$ cat src/design/trigger_packet_deframer_defines.svh
// ----------------------------------------------------------------------------
// Trigger packet deframer assertion macros
// Shared assertion forms, clocked on clk and disabled while rst_n is low.
// ----------------------------------------------------------------------------
`ifndef TRIGGER_PACKET_DEFRAMER_DEFINES_SVH
`define TRIGGER_PACKET_DEFRAMER_DEFINES_SVH

// Property that must hold at every clock edge out of reset
`define TPD_ASSERT(label, prop, msg) \
    label: assert property (@(posedge clk) disable iff (!rst_n) (prop)) \
        else $error(msg);

// Condition that must be followed by a consequence in the next cycle
`define TPD_ASSERT_NEXT(label, ante, cons, msg) \
    label: assert property (@(posedge clk) disable iff (!rst_n) (ante) |=> (cons)) \
        else $error(msg);

`endif

$ cat src/design/tpd_pkg.sv
// ----------------------------------------------------------------------------
// Trigger packet deframer package
// Shared constants, queue entry type and control structs.
// ----------------------------------------------------------------------------
`timescale 1ns / 1ps
`default_nettype none

package tpd_pkg;

    localparam int WORD_W           = 32;
    localparam int WORDS_PER_PACKET = 4;
    localparam int QUEUE_DEPTH      = 2;

    localparam int SAMPLE_W  = 12;
    localparam int FRAME_W   = 24;
    localparam int TRIGGER_W = 24;
    localparam int PMT_W     = 8;
    localparam int FLAGS_W   = 7;
    localparam int RFAST_W   = 2;
    localparam int RSLOW_W   = 3;

    // Configuration register indexes
    localparam int CFG_INDEX_W = 1;
    localparam logic [CFG_INDEX_W-1:0] CFG_END_MARKER = 1'b0;
    localparam logic [CFG_INDEX_W-1:0] CFG_RESYNC     = 1'b1;

    // Classification of one accepted word
    typedef enum logic [1:0] {
        KIND_NONE = 2'd0,
        KIND_DONE = 2'd1,
        KIND_FERR = 2'd2
    } tpd_kind_t;

    // One request from the front end to the back end
    typedef struct packed {
        tpd_kind_t          kind;
        logic [WORD_W-1:0]  w0;
        logic [WORD_W-1:0]  w1;
        logic [WORD_W-1:0]  w2;
        logic [WORD_W-1:0]  checksum;
        logic [WORD_W-1:0]  total;
    } tpd_entry_t;

    // Queue occupancy seen by both ends
    typedef struct packed {
        logic full;
        logic empty;
    } tpd_queue_status_t;

endpackage

`default_nettype wire

$ cat src/design/tpd_word_if.sv
// ----------------------------------------------------------------------------
// Trigger word channel
// Valid/ready channel carrying one raw readout word per request.
// ----------------------------------------------------------------------------
`timescale 1ns / 1ps
`default_nettype none

interface tpd_word_if;

    logic                      valid;
    logic                      ready;
    logic [tpd_pkg::WORD_W-1:0] data_word;

    modport source (output valid, output data_word, input ready);
    modport sink   (input valid, input data_word, output ready);

endinterface

`default_nettype wire

$ cat src/design/tpd_result_if.sv
// ----------------------------------------------------------------------------
// Trigger result channel
// Valid/ready channel carrying one decoded result per request.
// ----------------------------------------------------------------------------
`timescale 1ns / 1ps
`default_nettype none

interface tpd_result_if;

    logic                          valid;
    logic                          ready;
    logic                          packet_done;
    logic                          framing_error;
    logic [tpd_pkg::SAMPLE_W-1:0]  sample_number;
    logic [tpd_pkg::FRAME_W-1:0]   frame_number;
    logic [tpd_pkg::TRIGGER_W-1:0] trigger_number;
    logic [tpd_pkg::PMT_W-1:0]     pmt_bits;
    logic [tpd_pkg::FLAGS_W-1:0]   trigger_flags;
    logic [tpd_pkg::RFAST_W-1:0]   remainder_fast;
    logic [tpd_pkg::RSLOW_W-1:0]   remainder_slow;
    logic                          sequence_gap;
    logic [tpd_pkg::WORD_W-1:0]    running_checksum;
    logic [tpd_pkg::WORD_W-1:0]    word_total;

    modport source (
        output valid, input ready,
        output packet_done, output framing_error, output sample_number,
        output frame_number, output trigger_number, output pmt_bits,
        output trigger_flags, output remainder_fast, output remainder_slow,
        output sequence_gap, output running_checksum, output word_total
    );
    modport sink (
        input valid, output ready,
        input packet_done, input framing_error, input sample_number,
        input frame_number, input trigger_number, input pmt_bits,
        input trigger_flags, input remainder_fast, input remainder_slow,
        input sequence_gap, input running_checksum, input word_total
    );

endinterface

`default_nettype wire

$ cat src/design/tpd_front.sv
// ----------------------------------------------------------------------------
// Trigger packet deframer front end
// Gathers words into the packet buffer, checks the end marker and classifies
// each word, keeping the running checksum and word total.
// ----------------------------------------------------------------------------
`timescale 1ns / 1ps
`default_nettype none
`include "trigger_packet_deframer_defines.svh"

module tpd_front #(
    parameter int WORDS_PER_PACKET = tpd_pkg::WORDS_PER_PACKET
) (
    input  wire logic                           clk,
    input  wire logic                           rst_n,
    tpd_word_if.sink                            data_in,
    input  wire logic [tpd_pkg::WORD_W-1:0]     end_marker,
    input  wire logic                           resync_on_error,
    input  wire tpd_pkg::tpd_queue_status_t     queue_status,
    output logic                                push,
    output tpd_pkg::tpd_entry_t                 push_entry
);

    localparam int FILL_W = $clog2(WORDS_PER_PACKET + 1);
    localparam int IDX_W  = $clog2(WORDS_PER_PACKET);

    logic [tpd_pkg::WORD_W-1:0] buf_reg  [WORDS_PER_PACKET];
    logic [tpd_pkg::WORD_W-1:0] buf_fill [WORDS_PER_PACKET];
    logic [tpd_pkg::WORD_W-1:0] buf_next [WORDS_PER_PACKET];
    logic [FILL_W-1:0]          fill_reg;
    logic [FILL_W-1:0]          fill_next;
    logic [tpd_pkg::WORD_W-1:0] checksum_reg;
    logic [tpd_pkg::WORD_W-1:0] checksum_next;
    logic [tpd_pkg::WORD_W-1:0] total_reg;
    logic [tpd_pkg::WORD_W-1:0] total_next;
    logic [IDX_W-1:0]           slot;
    logic                       last_slot;

    // Accept whenever the queue has room
    assign data_in.ready = !queue_status.full;
    assign push          = data_in.valid && data_in.ready;

    // Store the word, check the end marker and classify
    always_comb
    begin
        slot = (fill_reg >= FILL_W'(WORDS_PER_PACKET)) ? '0 : fill_reg[IDX_W-1:0];
        buf_fill       = buf_reg;
        buf_fill[slot] = data_in.data_word;
        last_slot      = (slot == IDX_W'(WORDS_PER_PACKET - 1));
        buf_next       = buf_fill;
        fill_next      = FILL_W'(slot) + FILL_W'(1);
        checksum_next  = checksum_reg + data_in.data_word;
        total_next     = total_reg + tpd_pkg::WORD_W'(1);

        push_entry.kind     = tpd_pkg::KIND_NONE;
        push_entry.w0       = buf_fill[0];
        push_entry.w1       = buf_fill[1];
        push_entry.w2       = buf_fill[2];
        push_entry.checksum = checksum_next;
        push_entry.total    = total_next;

        if (last_slot)
        begin
            if (data_in.data_word != end_marker)
            begin
                push_entry.kind = tpd_pkg::KIND_FERR;
                if (resync_on_error)
                begin
                    // Drop the oldest word and keep the rest
                    for (int i = 0; i < WORDS_PER_PACKET - 1; i++)
                    begin
                        buf_next[i] = buf_fill[i + 1];
                    end
                    buf_next[WORDS_PER_PACKET - 1] = '0;
                    fill_next = FILL_W'(WORDS_PER_PACKET - 1);
                end
                else
                begin
                    fill_next = '0;
                end
            end
            else
            begin
                push_entry.kind = tpd_pkg::KIND_DONE;
                fill_next       = '0;
            end
        end
    end

    // Advance the control state on each accepted word
    always_ff @(posedge clk or negedge rst_n)
    begin
        if (!rst_n)
        begin
            fill_reg     <= '0;
            checksum_reg <= '0;
            total_reg    <= '0;
        end
        else if (push)
        begin
            fill_reg     <= fill_next;
            checksum_reg <= checksum_next;
            total_reg    <= total_next;
        end
    end

    // Hold the packet words
    always_ff @(posedge clk)
    begin
        if (push)
        begin
            buf_reg <= buf_next;
        end
    end

    `TPD_ASSERT(a_fill_range, fill_reg < FILL_W'(WORDS_PER_PACKET), "fill count out of range")
    `TPD_ASSERT_NEXT(a_resync_fill, push && push_entry.kind == tpd_pkg::KIND_FERR && resync_on_error, fill_reg == FILL_W'(WORDS_PER_PACKET - 1), "resync did not keep the packet tail")

endmodule

`default_nettype wire

$ cat src/design/tpd_queue.sv
// ----------------------------------------------------------------------------
// Trigger packet deframer request queue
// Short register queue between the front end and the back end.
// ----------------------------------------------------------------------------
`timescale 1ns / 1ps
`default_nettype none
`include "trigger_packet_deframer_defines.svh"

module tpd_queue #(
    parameter int DEPTH = tpd_pkg::QUEUE_DEPTH
) (
    input  wire logic                       clk,
    input  wire logic                       rst_n,
    input  wire logic                       push,
    input  wire tpd_pkg::tpd_entry_t        push_entry,
    input  wire logic                       pop,
    output tpd_pkg::tpd_entry_t             head,
    output tpd_pkg::tpd_queue_status_t      status
);

    localparam int PTR_W = $clog2(DEPTH);
    localparam int CNT_W = $clog2(DEPTH + 1);

    tpd_pkg::tpd_entry_t store_reg [DEPTH];
    logic [PTR_W-1:0]    wr_ptr_reg;
    logic [PTR_W-1:0]    wr_ptr_next;
    logic [PTR_W-1:0]    rd_ptr_reg;
    logic [PTR_W-1:0]    rd_ptr_next;
    logic [CNT_W-1:0]    count_reg;
    logic [CNT_W-1:0]    count_next;

    assign head         = store_reg[rd_ptr_reg];
    assign status.full  = (count_reg == CNT_W'(DEPTH));
    assign status.empty = (count_reg == '0);

    // Advance pointers with wrap and track occupancy
    always_comb
    begin
        wr_ptr_next = wr_ptr_reg;
        rd_ptr_next = rd_ptr_reg;
        count_next  = count_reg;
        if (push)
        begin
            wr_ptr_next = (wr_ptr_reg == PTR_W'(DEPTH - 1)) ? '0 : wr_ptr_reg + PTR_W'(1);
        end
        if (pop)
        begin
            rd_ptr_next = (rd_ptr_reg == PTR_W'(DEPTH - 1)) ? '0 : rd_ptr_reg + PTR_W'(1);
        end
        if (push && !pop)
        begin
            count_next = count_reg + CNT_W'(1);
        end
        else if (pop && !push)
        begin
            count_next = count_reg - CNT_W'(1);
        end
    end

    always_ff @(posedge clk or negedge rst_n)
    begin
        if (!rst_n)
        begin
            wr_ptr_reg <= '0;
            rd_ptr_reg <= '0;
            count_reg  <= '0;
        end
        else
        begin
            wr_ptr_reg <= wr_ptr_next;
            rd_ptr_reg <= rd_ptr_next;
            count_reg  <= count_next;
        end
    end

    // Write the incoming request
    always_ff @(posedge clk)
    begin
        if (push)
        begin
            store_reg[wr_ptr_reg] <= push_entry;
        end
    end

    `TPD_ASSERT(a_count_range, count_reg <= CNT_W'(DEPTH), "queue count overflow")
    `TPD_ASSERT_NEXT(a_full_holds, status.full && !pop, status.full, "full queue lost an entry")

endmodule

`default_nettype wire

$ cat src/design/tpd_back.sv
// ----------------------------------------------------------------------------
// Trigger packet deframer back end
// Decodes queued requests into result fields, checks trigger continuity and
// holds the result in an output register.
// ----------------------------------------------------------------------------
`timescale 1ns / 1ps
`default_nettype none
`include "trigger_packet_deframer_defines.svh"

module tpd_back (
    input  wire logic                           clk,
    input  wire logic                           rst_n,
    input  wire tpd_pkg::tpd_entry_t            head,
    input  wire tpd_pkg::tpd_queue_status_t     queue_status,
    output logic                                pop,
    tpd_result_if.source                        result_out
);

    logic                            valid_reg;
    logic [tpd_pkg::TRIGGER_W-1:0]   prev_trigger_reg;
    logic                            done_reg;
    logic                            ferr_reg;
    logic [tpd_pkg::SAMPLE_W-1:0]    sample_reg;
    logic [tpd_pkg::FRAME_W-1:0]     frame_reg;
    logic [tpd_pkg::TRIGGER_W-1:0]   trigger_reg;
    logic [tpd_pkg::PMT_W-1:0]       pmt_reg;
    logic [tpd_pkg::FLAGS_W-1:0]     flags_reg;
    logic [tpd_pkg::RFAST_W-1:0]     rfast_reg;
    logic [tpd_pkg::RSLOW_W-1:0]     rslow_reg;
    logic                            gap_reg;
    logic [tpd_pkg::WORD_W-1:0]      checksum_reg;
    logic [tpd_pkg::WORD_W-1:0]      total_reg;

    logic                            done_next;
    logic                            ferr_next;
    logic [tpd_pkg::SAMPLE_W-1:0]    sample_next;
    logic [tpd_pkg::FRAME_W-1:0]     frame_next;
    logic [tpd_pkg::TRIGGER_W-1:0]   trigger_next;
    logic [tpd_pkg::PMT_W-1:0]       pmt_next;
    logic [tpd_pkg::FLAGS_W-1:0]     flags_next;
    logic [tpd_pkg::RFAST_W-1:0]     rfast_next;
    logic [tpd_pkg::RSLOW_W-1:0]     rslow_next;
    logic                            gap_next;
    logic [tpd_pkg::TRIGGER_W-1:0]   trig_field;

    // Take the next request when the output register is free
    assign pop = !queue_status.empty && (!valid_reg || result_out.ready);

    // Decode the head request
    always_comb
    begin
        trig_field   = head.w1[31:8];
        done_next    = 1'b0;
        ferr_next    = 1'b0;
        sample_next  = '0;
        frame_next   = '0;
        trigger_next = '0;
        pmt_next     = '0;
        flags_next   = '0;
        rfast_next   = '0;
        rslow_next   = '0;
        gap_next     = 1'b0;
        unique case (head.kind)
            tpd_pkg::KIND_DONE:
            begin
                done_next    = 1'b1;
                sample_next  = head.w0[15:4];
                frame_next   = {head.w1[7:0], head.w0[31:16]};
                trigger_next = trig_field;
                pmt_next     = head.w2[7:0];
                flags_next   = {head.w2[14], head.w2[13], head.w2[11], head.w2[12],
                                head.w2[10], head.w2[9], head.w2[8]};
                rfast_next   = head.w2[16:15];
                rslow_next   = head.w0[3:1];
                gap_next     = (trig_field != '0) &&
                               (trig_field != prev_trigger_reg + tpd_pkg::TRIGGER_W'(1));
            end
            tpd_pkg::KIND_FERR:
            begin
                ferr_next = 1'b1;
            end
            tpd_pkg::KIND_NONE:
            begin
                done_next = 1'b0;
            end
            default:
            begin
                done_next = 1'b0;
            end
        endcase
    end

    // Control state: output valid and last good trigger number
    always_ff @(posedge clk or negedge rst_n)
    begin
        if (!rst_n)
        begin
            valid_reg        <= 1'b0;
            prev_trigger_reg <= '0;
        end
        else
        begin
            if (pop)
            begin
                valid_reg <= 1'b1;
            end
            else if (result_out.ready)
            begin
                valid_reg <= 1'b0;
            end
            if (pop && done_next)
            begin
                prev_trigger_reg <= trigger_next;
            end
        end
    end

    // Load the result register
    always_ff @(posedge clk)
    begin
        if (pop)
        begin
            done_reg     <= done_next;
            ferr_reg     <= ferr_next;
            sample_reg   <= sample_next;
            frame_reg    <= frame_next;
            trigger_reg  <= trigger_next;
            pmt_reg      <= pmt_next;
            flags_reg    <= flags_next;
            rfast_reg    <= rfast_next;
            rslow_reg    <= rslow_next;
            gap_reg      <= gap_next;
            checksum_reg <= head.checksum;
            total_reg    <= head.total;
        end
    end

    assign result_out.valid            = valid_reg;
    assign result_out.packet_done      = done_reg;
    assign result_out.framing_error    = ferr_reg;
    assign result_out.sample_number    = sample_reg;
    assign result_out.frame_number     = frame_reg;
    assign result_out.trigger_number   = trigger_reg;
    assign result_out.pmt_bits         = pmt_reg;
    assign result_out.trigger_flags    = flags_reg;
    assign result_out.remainder_fast   = rfast_reg;
    assign result_out.remainder_slow   = rslow_reg;
    assign result_out.sequence_gap     = gap_reg;
    assign result_out.running_checksum = checksum_reg;
    assign result_out.word_total       = total_reg;

    `TPD_ASSERT(a_one_flag, !(valid_reg && done_reg && ferr_reg), "done and framing error together")
    `TPD_ASSERT_NEXT(a_prev_tracks, pop && done_next, prev_trigger_reg == trigger_reg, "trigger history not updated")

endmodule

`default_nettype wire

$ cat src/design/trigger_packet_deframer.sv
// A result is valid once its word has passed through the queue and then the output register.
// Throughput: one word per cycle while result_out.ready holds, as a full queue stalls data_in;
// results are taken one per cycle through the two-entry request queue and the output register.
// Reset: asynchronous active low; clears fill count, checksum, word total, last trigger,
// configuration registers and all valid state. No clearing pass is needed.
// ----------------------------------------------------------------------------
// Trigger packet deframer
// Top level: configuration registers, front end, request queue, back end.
// ----------------------------------------------------------------------------
`timescale 1ns / 1ps
`default_nettype none

module trigger_packet_deframer #(
    parameter int WORDS_PER_PACKET = tpd_pkg::WORDS_PER_PACKET,
    parameter int QUEUE_DEPTH      = tpd_pkg::QUEUE_DEPTH
) (
    input  wire logic                              clk,
    input  wire logic                              rst_n,
    tpd_word_if.sink                               data_in,
    tpd_result_if.source                           result_out,
    input  wire logic                              cfg_we,
    input  wire logic [tpd_pkg::CFG_INDEX_W-1:0]   cfg_index,
    input  wire logic [tpd_pkg::WORD_W-1:0]        cfg_data
);

    logic [tpd_pkg::WORD_W-1:0]    end_marker_reg;
    logic                          resync_reg;
    logic                          push;
    logic                          pop;
    tpd_pkg::tpd_entry_t           push_entry;
    tpd_pkg::tpd_entry_t           head;
    tpd_pkg::tpd_queue_status_t    queue_status;

    // Write the configuration registers
    always_ff @(posedge clk or negedge rst_n)
    begin
        if (!rst_n)
        begin
            end_marker_reg <= '0;
            resync_reg     <= 1'b0;
        end
        else if (cfg_we)
        begin
            unique case (cfg_index)
                tpd_pkg::CFG_END_MARKER: end_marker_reg <= cfg_data;
                tpd_pkg::CFG_RESYNC:     resync_reg     <= cfg_data[0];
                default:                 resync_reg     <= resync_reg;
            endcase
        end
    end

    tpd_front #(
        .WORDS_PER_PACKET (WORDS_PER_PACKET)
    ) u_front (
        .clk             (clk),
        .rst_n           (rst_n),
        .data_in         (data_in),
        .end_marker      (end_marker_reg),
        .resync_on_error (resync_reg),
        .queue_status    (queue_status),
        .push            (push),
        .push_entry      (push_entry)
    );

    tpd_queue #(
        .DEPTH (QUEUE_DEPTH)
    ) u_queue (
        .clk        (clk),
        .rst_n      (rst_n),
        .push       (push),
        .push_entry (push_entry),
        .pop        (pop),
        .head       (head),
        .status     (queue_status)
    );

    tpd_back u_back (
        .clk          (clk),
        .rst_n        (rst_n),
        .head         (head),
        .queue_status (queue_status),
        .pop          (pop),
        .result_out   (result_out)
    );

endmodule

`default_nettype wire
$ cat src/flat_wrapper.sv
// flat-port wrapper written by rule: the top's interface ports become plain ports
module trigger_packet_deframer_flat 
#(
    parameter int WORDS_PER_PACKET = tpd_pkg::WORDS_PER_PACKET,
    parameter int QUEUE_DEPTH      = tpd_pkg::QUEUE_DEPTH
)
  (clk, rst_n, cfg_we, cfg_index, cfg_data, data_in_valid, data_in_data_word, data_in_ready, result_out_valid, result_out_ready, result_out_packet_done, result_out_framing_error, result_out_sample_number, result_out_frame_number, result_out_trigger_number, result_out_pmt_bits, result_out_trigger_flags, result_out_remainder_fast, result_out_remainder_slow, result_out_sequence_gap, result_out_running_checksum, result_out_word_total);
  tpd_word_if data_in_i ();
  tpd_result_if result_out_i ();
  input  wire logic clk;
  input  wire logic rst_n;
  input  wire logic cfg_we;
  input  wire logic [tpd_pkg::CFG_INDEX_W-1:0] cfg_index;
  input  wire logic [tpd_pkg::WORD_W-1:0] cfg_data;
  input wire logic [$bits(data_in_i.valid)-1:0] data_in_valid;
  input wire logic [$bits(data_in_i.data_word)-1:0] data_in_data_word;
  output wire logic [$bits(data_in_i.ready)-1:0] data_in_ready;
  output wire logic [$bits(result_out_i.valid)-1:0] result_out_valid;
  input wire logic [$bits(result_out_i.ready)-1:0] result_out_ready;
  output wire logic [$bits(result_out_i.packet_done)-1:0] result_out_packet_done;
  output wire logic [$bits(result_out_i.framing_error)-1:0] result_out_framing_error;
  output wire logic [$bits(result_out_i.sample_number)-1:0] result_out_sample_number;
  output wire logic [$bits(result_out_i.frame_number)-1:0] result_out_frame_number;
  output wire logic [$bits(result_out_i.trigger_number)-1:0] result_out_trigger_number;
  output wire logic [$bits(result_out_i.pmt_bits)-1:0] result_out_pmt_bits;
  output wire logic [$bits(result_out_i.trigger_flags)-1:0] result_out_trigger_flags;
  output wire logic [$bits(result_out_i.remainder_fast)-1:0] result_out_remainder_fast;
  output wire logic [$bits(result_out_i.remainder_slow)-1:0] result_out_remainder_slow;
  output wire logic [$bits(result_out_i.sequence_gap)-1:0] result_out_sequence_gap;
  output wire logic [$bits(result_out_i.running_checksum)-1:0] result_out_running_checksum;
  output wire logic [$bits(result_out_i.word_total)-1:0] result_out_word_total;
  assign data_in_i.valid = data_in_valid;
  assign data_in_i.data_word = data_in_data_word;
  assign data_in_ready = data_in_i.ready;
  assign result_out_valid = result_out_i.valid;
  assign result_out_i.ready = result_out_ready;
  assign result_out_packet_done = result_out_i.packet_done;
  assign result_out_framing_error = result_out_i.framing_error;
  assign result_out_sample_number = result_out_i.sample_number;
  assign result_out_frame_number = result_out_i.frame_number;
  assign result_out_trigger_number = result_out_i.trigger_number;
  assign result_out_pmt_bits = result_out_i.pmt_bits;
  assign result_out_trigger_flags = result_out_i.trigger_flags;
  assign result_out_remainder_fast = result_out_i.remainder_fast;
  assign result_out_remainder_slow = result_out_i.remainder_slow;
  assign result_out_sequence_gap = result_out_i.sequence_gap;
  assign result_out_running_checksum = result_out_i.running_checksum;
  assign result_out_word_total = result_out_i.word_total;
  trigger_packet_deframer #(.WORDS_PER_PACKET(WORDS_PER_PACKET), .QUEUE_DEPTH(QUEUE_DEPTH)) u_core (.clk(clk), .rst_n(rst_n), .data_in(data_in_i), .result_out(result_out_i), .cfg_we(cfg_we), .cfg_index(cfg_index), .cfg_data(cfg_data));
endmodule
$ cat config.mk
export PLATFORM = sky130hd
export DESIGN_NAME = trigger_packet_deframer_flat
export DESIGN_NICKNAME = d
export VERILOG_FILES = /design/src/design/tpd_pkg.sv /design/src/design/tpd_word_if.sv /design/src/design/tpd_result_if.sv /design/src/design/tpd_front.sv /design/src/design/tpd_queue.sv /design/src/design/tpd_back.sv /design/src/design/trigger_packet_deframer.sv /design/src/flat_wrapper.sv
export VERILOG_INCLUDE_DIRS = /design/src /design/src/design
export SDC_FILE = /design/constraint.sdc
export NUM_CORES = 1
export LEC_CHECK = 0
export ABC_AREA = 1
export BUFFER_PORTS_ARGS = -buffer_cell sky130_fd_sc_hd__buf_2
export CORE_ASPECT_RATIO = 0.6
export CORE_MARGIN = 3
export CORE_UTILIZATION = 48
export DETAILED_ROUTE_END_ITERATION = 10
export PLACE_DENSITY_LB_ADDON = 0.1
export SLEW_MARGIN = 15
export SYNTH_ARGS = -nofsm -noshare
export SYNTH_HDL_FRONTEND = slang
export SYNTH_SLANG_ARGS = --single-unit
export TNS_END_PERCENT = 100
$ cat constraint.sdc
create_clock -name clk -period 22.2 [get_ports clk]
set_input_delay 5.55 -clock clk [delete_from_list [all_inputs] [get_ports clk]]
set_output_delay 5.55 -clock clk [all_outputs]
set_load 0.005 [all_outputs]
==> results.cfg, run 1 <==
[synth]
synth_area_um2 = 30200
synth_edf_count = 534
synth_common_cells = 1085 x nand2_1, 534 x edfxtp_1, 247 x inv_1
synth_most_common_cell = nand2_1
syn-num-nets = 3059
avgSynthCellArea_um2 = 10.2
synth.area.top_cells = edfxtp_1 53%, nand2_1 14%, dfrtp_1 11%
synth.largest_area_cell = edfxtp_1
ys_ff_latch = 662
ys_warn_count = 0
postSynthCellCount = 2950
synthDistinctLibCells = 46
postSynth.asyncResetShare_pct = 19.3
synth_top_area_share_pct = 53.2
yosysSeqAreaShare_pct = 63.8
ys.flop_type = edfxtp_1

[die]
rows = 70
ios = 219
die_x_um = 330
dieArea_um2 = 66000
start_util_pct = 49.0
die_h_um = 200
fp.coreArea_um2 = 61500

[min_path]
min_path_type = flip-flop to flip-flop
holdCritStartpoint = u_core.u_queue.count_reg[0]
whs_path_depth = 1

[critical_path]
ff2ff_path_depth = 10
start_kind = primary input
path_cells = buf_2 -> inv_1 -> nand2_1 -> nand4_1 -> nor2_1 -> nand4_1 -> nor2_1 -> nand2_2 -> nand3_4 -> buf_4 -> buf_4 -> o21ai_0
critPathMaxFanout = 92
cp_data_required_time_ps = 22540
end_kind = flip-flop
cp_num_cells = 12
critPathBufInv = 4
crit_arrival_ps = 8900
crit_family = buffers and inverters
crit_type = primary input to flip-flop
reg2reg_from = u_core.end_marker_reg[22]
slowest_stage = buf_4
worst_path_largest_cell_delay_ps = 970
critPathLaunch = data_in_data_word[6]

[clock_tree]
cts_buffers = 61
post_cts_buffers = 0
clkTransAtPathRegs_ps = 70
cts_root_buf = clkbuf_16
htreeDepth = 2
insertion_delay_ps = 650
clockBufferDepth = 3
numClockSinks = 662
cts_repair_resize_count = 0
cts_tree = yes
hold_buffers = 0

[route]
drc = 0
routed_wl_um = 84200
via_per_inst = 5.27
vias = 21200
wire_per_inst_um = 20.9
ant_nets = 0
first_iter_violations = 2295
dr.pass1.iters = 5

[global_routing]
grt_pass1_vias = 20100
groute.usage.overall_pct = 25.6
grt_first_pass_wirelength_um = 127000
antenna_found_initial = 2
grt_max_degree = 163
overflow = 0

[sta]
finalClockSkew_ps = 31.6
post-route-period-util_pct = 38.5
max_freq_mhz = 117
fin_crit_ps = 8560
whs_ps = 483
setup_ws_ps = 13640
finalHoldViolations = 0
fin_tns_setup_ps = 0
slew_headroom_pct = 23.7
tightestPinTransition_ps = 1140
drv_slew = 0
setup_viol = 0
rsz0062_at_grt = false

[pwr]
p_per_area_nw_per_um2 = 161
vdd_drop_max_mv = 0.0796
p_leak_uw = 0.0145
p_total_uw = 5460

[finish]
layout.cells.non_filler = 4022
largest_reg_flops = 292
layout-drive-gt1-share_pct = 15.1
n_antenna_cell = 0
areaGrowthSynthToFinish_pct = 12.5
regArea_um2 = 19200
fin_nets = 3252
final.fill_count = 5444
multi_input_area_um2 = 9410

[status]
status = finished, final reports clean

[job]
drv_cap = 0

[placement]
post-dp-hpwl_um = 59300
io_buffers = 218
pre_cts_ws_ps = 13040
dp.cells = 3908
gp_congestion = 0.948
==> per-layer routing <==
layer  part of all wire (%)  track usage (%)
met5                      0                0
met1                     50             42.2
met2                     39             34.2
met4                    1.3             4.28
met3                    8.8             6.45
==> cell families after synthesis <==
family,Yosys count,share of synthesized area [%]
flip-flops,662,63.8
multiplexers,34,1.27
buffers and inverters,364,5.14
AND/OR/NAND/NOR,1440,19.3
AO/OA/AOI/OAI,336,6.64
XOR/XNOR,75,2.20
adder cells (fa/ha/maj),39,1.64
==> worst paths after layout <==
kind / to / slack, ps
setup / recovery: u_core.u_front.buf_reg[127] / 13640
hold reg to reg: u_core.u_queue.count_reg[0] / 480
max in group asynchronous: u_core.u_queue.rd_ptr_reg / 15750
hold / removal: u_core.u_queue.count_reg[0] / 480
min in group asynchronous: u_core.u_back.prev_trigger_reg[3] / 4870
setup reg to reg: u_core.u_front.buf_reg[127] / 18340
==> area by class of cell <==
class	count	area share [%]
clock inverter	46	1.29
inverter	254	2.83
sequential	662	56.7
timing repair buffer	240	3.76
multi-input combinational	1924	27.7
tap	828	3.05
clock buffer	68	4.61
==> metrics by stage <==
step | util [%] | area (um^2)
floorplan | - | 30200
global placement | 51.9 | 31900
detailed placement | 51.9 | 31900
CTS | 55.2 | 33900
global route | 55.2 | 33900
finish | 55.2 | 33900
==> worst reg2reg max path, cell delays in order (launching register included) <==
cell and delay [ps]:
dfrtp_1 490, xnor2_1 200, nand2_1 70, nor2_1 110, nand3b_1 150, nor2_1 200
nand2_2 110, nand3_4 330, buf_4 670, buf_4 1000, o21ai_0 230
==> cell usage in the layout (no fill, tap or decap), types with 6 or more instances in the layout <==
master,count
nor3_1,23
o21ai_1,16
xnor2_1,22
bufinv_16,7
and2_1,15
nand4_1,28
edfxtp_1,534
clkinv_2,18
nand3_1,92
clkbuf_1,6
nor2_1,150
o21ai_0,88
inv_1,245
buf_2,217
nand3b_1,9
o21a_1,6
ha_1,37
o21ai_2,74
nand2_1,1083
clkbuf_16,61
a21oi_1,142
xor2_1,52
mux2_2,33
nor4_1,8
buf_4,21
clkinv_1,14
dfrtp_1,127
==> power by group <==
part | switching (uW) | total, uW | internal (uW) | leakage, uW
Clock | 473 | 1060 | 589 | 0.000984
Combinational | 1510 | 2090 | 583 | 0.00681
Sequential | 201 | 2310 | 2110 | 0.00672
Total | 2180 | 5460 | 3280 | 0.0145
Note: power is estimated with default switching activity, not from simulation.
==> run 2, diff against run 1 <==
==> constraint.sdc (replaced) <==
create_clock -name clk -period 7.7 [get_ports clk]
set_input_delay 1.925 -clock clk [delete_from_list [all_inputs] [get_ports clk]]
set_output_delay 1.925 -clock clk [all_outputs]
set_load 0.005 [all_outputs]
==> run 2 against run 1 <==
Effect of this change:
- critical path depth stayed put
- largest cell class unchanged
- sequential power grew to 2.9 times the previous value
- first-iteration DRC count fell by 14%
==> results.cfg, run 2 (synthesis results as in run 1) <==
[route]
wire_per_inst_um = 20.4
vias = 21100
via_per_inst = 5.24
ant_nets = 0
routed_wl_um = 82300
drc = 0
first_iter_violations = 1969
dr.pass1.iters = 7

[clock_tree]
htreeDepth = 2
cts_tree = yes
hold_buffers = 0
cts_root_buf = clkbuf_16
clockBufferDepth = 3
insertion_delay_ps = 640
clkTransAtPathRegs_ps = 70
cts_buffers = 61
cts_repair_resize_count = 0
numClockSinks = 662
post_cts_buffers = 0

[finish]
areaGrowthSynthToFinish_pct = 13.6
largest_reg_flops = 292
fin_util_pct = 55.7
layout.cells.non_filler = 4026
layout-drive-gt1-share_pct = 15.3
final_common_cell = nand2_1
fin_nets = 3253
multi_input_area_um2 = 9410
final_cell_mix = 1083 x nand2_1, 534 x edfxtp_1, 246 x inv_1
regArea_um2 = 19200
final.fill_count = 5384

[die]
die_x_um = 330
start_util_pct = 49.0
die_h_um = 200
rows = 70
ios = 219
fp.coreArea_um2 = 61500
dieArea_um2 = 66000

[global_routing]
antenna_found_initial = 6
overflow = 0
groute.usage.overall_pct = 25.0
grt_max_degree = 164
grt_pass1_vias = 20100
grt_first_pass_wirelength_um = 125000

[sta]
drv_slew = 0
finalHoldViolations = 0
max_freq_mhz = 244
rsz0062_at_grt = false
post-route-period-util_pct = 53.2
finalClockSkew_ps = 11.7
fin_crit_ps = 4090
setup_ws_ps = 3610
tightestPinTransition_ps = 1090
fin_tns_setup_ps = 0
setup_viol = 0
slew_headroom_pct = 27.4

[status]
status = finished, final reports clean

[critical_path]
ff2ff_path_depth = 9
worst_path_largest_cell_delay_ps = 780
cp_data_required_time_ps = 8090
endpoint = u_core.u_front.buf_reg[104]
ff2ff_setup_slack_ps = 3690
crit_arrival_ps = 4480
path_cells = buf_2 -> inv_1 -> or2_1 -> nand4_1 -> nor2_1 -> nand2_1 -> nor2_1 -> nand2_2 -> nand3_4 -> buf_12 -> nand2_1 -> o21ai_2
start_kind = primary input
critPathMaxFanout = 106
reg2reg_from = u_core.u_queue.rd_ptr_reg
critPathLaunch = data_in_data_word[4]
crit_type = primary input to flip-flop
end_kind = flip-flop
slowest_stage = nand3_4
r2r_end = u_core.u_back.result_out.sequence_gap

[placement]
pre_cts_ws_ps = 2950
io_buffers = 218
gp_congestion = 0.936
dp.cells = 3909
post-dp-hpwl_um = 57600

[pwr]
p_leak_uw = 0.0147
p_total_uw = 16000
p_per_area_nw_per_um2 = 469
vdd_drop_max_mv = 0.234

[job]
drv_cap = 0

[min_path]
min_path_type = flip-flop to flip-flop
## run 2: cell count changes in the layout (fill, tap and decap cells not counted), moves of 3 or more
cell,delta
clkinv_2,-4
buf_12,+3
clkinv_1,-5
bufinv_16,+9
clkinv_4,+4
## run 2: layer usage
metal  vias to the layer above  share of wire (%)  GRT usage [%]
met1                     10100                 49           40.2
met3                        78                8.5           5.92
met2                       696                 41           34.4
met4                         0                1.4           4.69
met5                         -                  0              0
li1                      10200                  -              -
## run 2: worst max-delay path, delay by kind of cell
family / cells / cell delay [ps]
buffers and inverters: 3 / 820
and+or+nand+nor: 8 / 1610
AOI/OAI and AO/OA: 1 / 60
## run 2: area by class of cell
class,count,share of cell area [%]
well taps,828,3.02
repair buffers,241,3.85
clock buffers,69,4.69
multi-input cells,1924,27.5
clock inverters,46,1.95
flip-flops and latches,662,56.2
diodes,2,0.0146
inverters,254,2.81
## run 2: power breakdown
| part | internal [uW] | leakage [uW] | switching, uW | total, uW |
|---|---|---|---|---|
| clock network | 2040 | 0.00112 | 1380 | 3430 |
| registers | 6060 | 0.00672 | 603 | 6670 |
| logic | 1700 | 0.00683 | 4250 | 5950 |
| total | 9810 | 0.0147 | 6240 | 16000 |
## run 2: per-stage QoR
stage,instance area (um^2),hold WS [ps]
after floorplan,30200,446
after global placement,32000,462
after detailed placement,32000,474
after CTS,34200,484
after global routing,34200,518
final,34200,482
## run 2: worst min path at each step
stage,startpoint,end,slack (ps),cells past startpoint
after floorplan,u_core.u_queue.count_reg[0],u_core.u_queue.count_reg[0],450,1
after global placement,u_core.u_queue.count_reg[0],u_core.u_queue.count_reg[0],460,1
after detailed placement,u_core.u_queue.count_reg[0],u_core.u_queue.count_reg[0],470,1
after CTS,u_core.u_queue.count_reg[0],u_core.u_queue.count_reg[0],480,1
after global routing,u_core.u_front.checksum_reg[8],u_core.u_front.checksum_reg[8],520,2
final,u_core.u_queue.count_reg[0],u_core.u_queue.count_reg[0],480,1
==> run 3, diff against run 2 <==
--- a/config.mk
+++ b/config.mk
@@ -6,7 +6,7 @@
 export SDC_FILE = /design/constraint.sdc
 export NUM_CORES = 1
 export LEC_CHECK = 0
-export ABC_AREA = 1
+export ABC_AREA = 0
 export BUFFER_PORTS_ARGS = -buffer_cell sky130_fd_sc_hd__buf_2
 export CORE_ASPECT_RATIO = 0.6
 export CORE_MARGIN = 3
==> constraint.sdc (replaced) <==
create_clock -name clk -period 3.7 [get_ports clk]
set_input_delay 0.925 -clock clk [delete_from_list [all_inputs] [get_ports clk]]
set_output_delay 0.925 -clock clk [all_outputs]
set_load 0.005 [all_outputs]
==> run 3 against run 2 <==
Effect of this change:
- sequential power is 98% higher
- sequential share of layout area is 2.3 points higher
- core utilization is 0.99 points higher
- flip-flop and latch count stayed put
- critical endpoint is now u_core.u_front.checksum_reg[28]
==> results.cfg, run 3 <==
[synth]
ys_warn_count = 0
ys_ff_latch = 662
synth_area_um2 = 28400
postSynthCellCount = 1946
ys.flop_type = edfxtp_1
synth_common_cells = 534 x edfxtp_1, 223 x mux2_2, 178 x nor2_1
postSynth.asyncResetShare_pct = 19.3
synth.largest_area_cell = edfxtp_1
yosysSeqAreaShare_pct = 67.7
synth_most_common_cell = edfxtp_1
syn-num-nets = 2055
synth_edf_count = 534
synthDistinctLibCells = 60
synth_top_area_share_pct = 56.4
avgSynthCellArea_um2 = 14.6
synth.area.top_cells = edfxtp_1 56%, dfrtp_1 11%, mux2_2 8.8%

[pwr]
vdd_drop_max_mv = 0.471
p_total_uw = 29700
p_per_area_nw_per_um2 = 903
p_leak_uw = 0.0127

[critical_path]
crit_family = compound AO/OA/AOI/OAI gates
cpMostUsedCell = a21oi_1
end_kind = flip-flop
cp_data_required_time_ps = 4210
slowest_stage = fa_1
crit_arrival_ps = 3620
start_kind = primary input
critPathMaxFanout = 3
path_cells = buf_2 -> ha_1 -> fa_1 -> a21oi_1 -> o211ai_1 -> a31oi_1 -> a31oi_1 -> a21oi_1 -> a21oi_1 -> a41oi_1 -> xnor2_1 -> mux2_2
critPathBufInv = 1
worst_path_largest_cell_delay_ps = 410
crit_type = primary input to flip-flop

[sta]
max_freq_mhz = 321
slew_headroom_pct = 42.2
setup_viol = 0
drv_slew = 0
rsz0062_at_grt = false
whs_ps = 299
post-route-period-util_pct = 84.1
fin_crit_ps = 3110
finalClockSkew_ps = 25.0
tightestPinTransition_ps = 844
setup_ws_ps = 587
finalHoldViolations = 0

[global_routing]
antenna_found_initial = 4
grt_pass1_vias = 16300
groute.usage.overall_pct = 20.8
overflow = 0
grt_first_pass_wirelength_um = 99200
grt_max_degree = 60

[placement]
gp_congestion = 0.870
post-dp-hpwl_um = 44400
pre_cts_ws_ps = -37.6
io_buffers = 218

[die]
fp.coreArea_um2 = 58000
die_h_um = 195
dieArea_um2 = 62300
start_util_pct = 49.0
rows = 68
die_x_um = 320
ios = 219

[finish]
final_common_cell = edfxtp_1
final_cell_mix = 534 x edfxtp_1, 223 x mux2_2, 217 x buf_2
multi_input_area_um2 = 8760
final.fill_count = 4672
fin_nets = 2304
largest_reg_flops = 292
regArea_um2 = 19200
layout-drive-gt1-share_pct = 27.4
areaGrowthSynthToFinish_pct = 15.7

[route]
first_iter_violations = 1161
ant_nets = 0
vias = 16400
routed_wl_um = 64400
via_per_inst = 5.45
drc = 0
dr.pass1.iters = 5
wire_per_inst_um = 21.3

[job]
drv_cap = 0

[clock_tree]
cts_repair_resize_count = 0
htreeDepth = 2
cts_root_buf = clkbuf_16
cts_tree = yes
post_cts_buffers = 0
insertion_delay_ps = 630
numClockSinks = 662
clkTransAtPathRegs_ps = 60
clockBufferDepth = 3
hold_buffers = 0
cts_buffers = 60

[min_path]
min_path_type = primary input to async pin

[status]
status = finished, final reports clean
run 3: cell count changes after synthesis, moves of 21 or more:
cell,change
buf_6,-21
nor2_1,+26
o21ai_0,-62
mux2i_1,+110
o21ai_2,-74
a21oi_1,-51
nand2_1,-983
nand3_1,-62
inv_1,-201
mux2_2,+190
and3_1,+22
xnor2_1,+79
run 3: path summary, 6_finish.rpt:
path / from / to / slack (ps) / cells after the start
max in group asynchronous: rst_n / u_core.u_back.prev_trigger_reg[23] / 2670 / 2
min in group clk: u_core.u_front.total_reg[31] / u_core.u_front.total_reg[31] / 490 / 1
max: data_in_data_word[0] / u_core.u_front.checksum_reg[28] / 590 / 12
max reg2reg: u_core.u_back.prev_trigger_reg[2] / u_core.u_back.result_out.sequence_gap / 610 / 9
min: rst_n / u_core.end_marker_reg[14] / 300 / 1
min reg2reg: u_core.u_front.total_reg[31] / u_core.u_front.total_reg[31] / 490 / 1
run 3: layer usage:
layer	wire (um)	vias up	GRT usage, %
met5	0	-	0
met4	953	0	4.32
met3	3610	63	3.48
met2	27300	382	29.7
met1	32600	8315	33.3
li1	-	7687	-
run 3: layout make-up:
type | count | area share (%)
flip-flops and latches | 662 | 58.5
diodes | 3 | 0.0228
repair buffers | 271 | 5.08
clock inverters | 37 | 1.31
inverters | 47 | 0.563
multi-input cells | 1153 | 26.6
well taps | 770 | 2.93
clock buffers | 76 | 4.99
run 3: worst register-to-register path, cell delays in order, from the launching register on:
cell and delay, ps:
dfrtp_1 420, and3_1 260, nor3b_1 600, nand3_1 280, nor2_1 360, nand4_1 160, xnor2_1 160, nor3_1 180
nand4_1 130, o31a_1 270
run 3: kinds of logic (layout without fill, tap and decap cells):
kind of cell             after synthesis  after routing  share of synthesized area [%]
XOR/XNOR                             157            157                           4.84
AO/OA/AOI/OAI                        197            197                           4.39
flip-flops                           662            662                           67.7
other                                  0              3                              0
multiplexers                         334            334                           12.7
buffers and inverters                131            431                           1.78
adder cells (fa/ha/maj)               39             39                           1.74
AND/OR/NAND/NOR                      426            426                           6.83
run 3: through the flow:
stage | setup TNS [ps] | cell area (um^2) | utilization, % | std cells
2_1_floorplan | -31600 | 28500 | - | 1946
3_3_place_gp | 0 | 30800 | 53.1 | 2903
3_5_place_dp | -37.6 | 30800 | 53.1 | 2903
4_1_cts | 0 | 32900 | 56.7 | 3016
5_1_grt | 0 | 32900 | 56.7 | 3018
6_report | 0 | 32900 | 56.7 | 3019
run 3: report_power, final:
group	leakage (uW)	switching (uW)	internal [uW]
registers	0.00660	1070	12100
clock network	0.00101	2760	3710
logic	0.00508	5870	4150
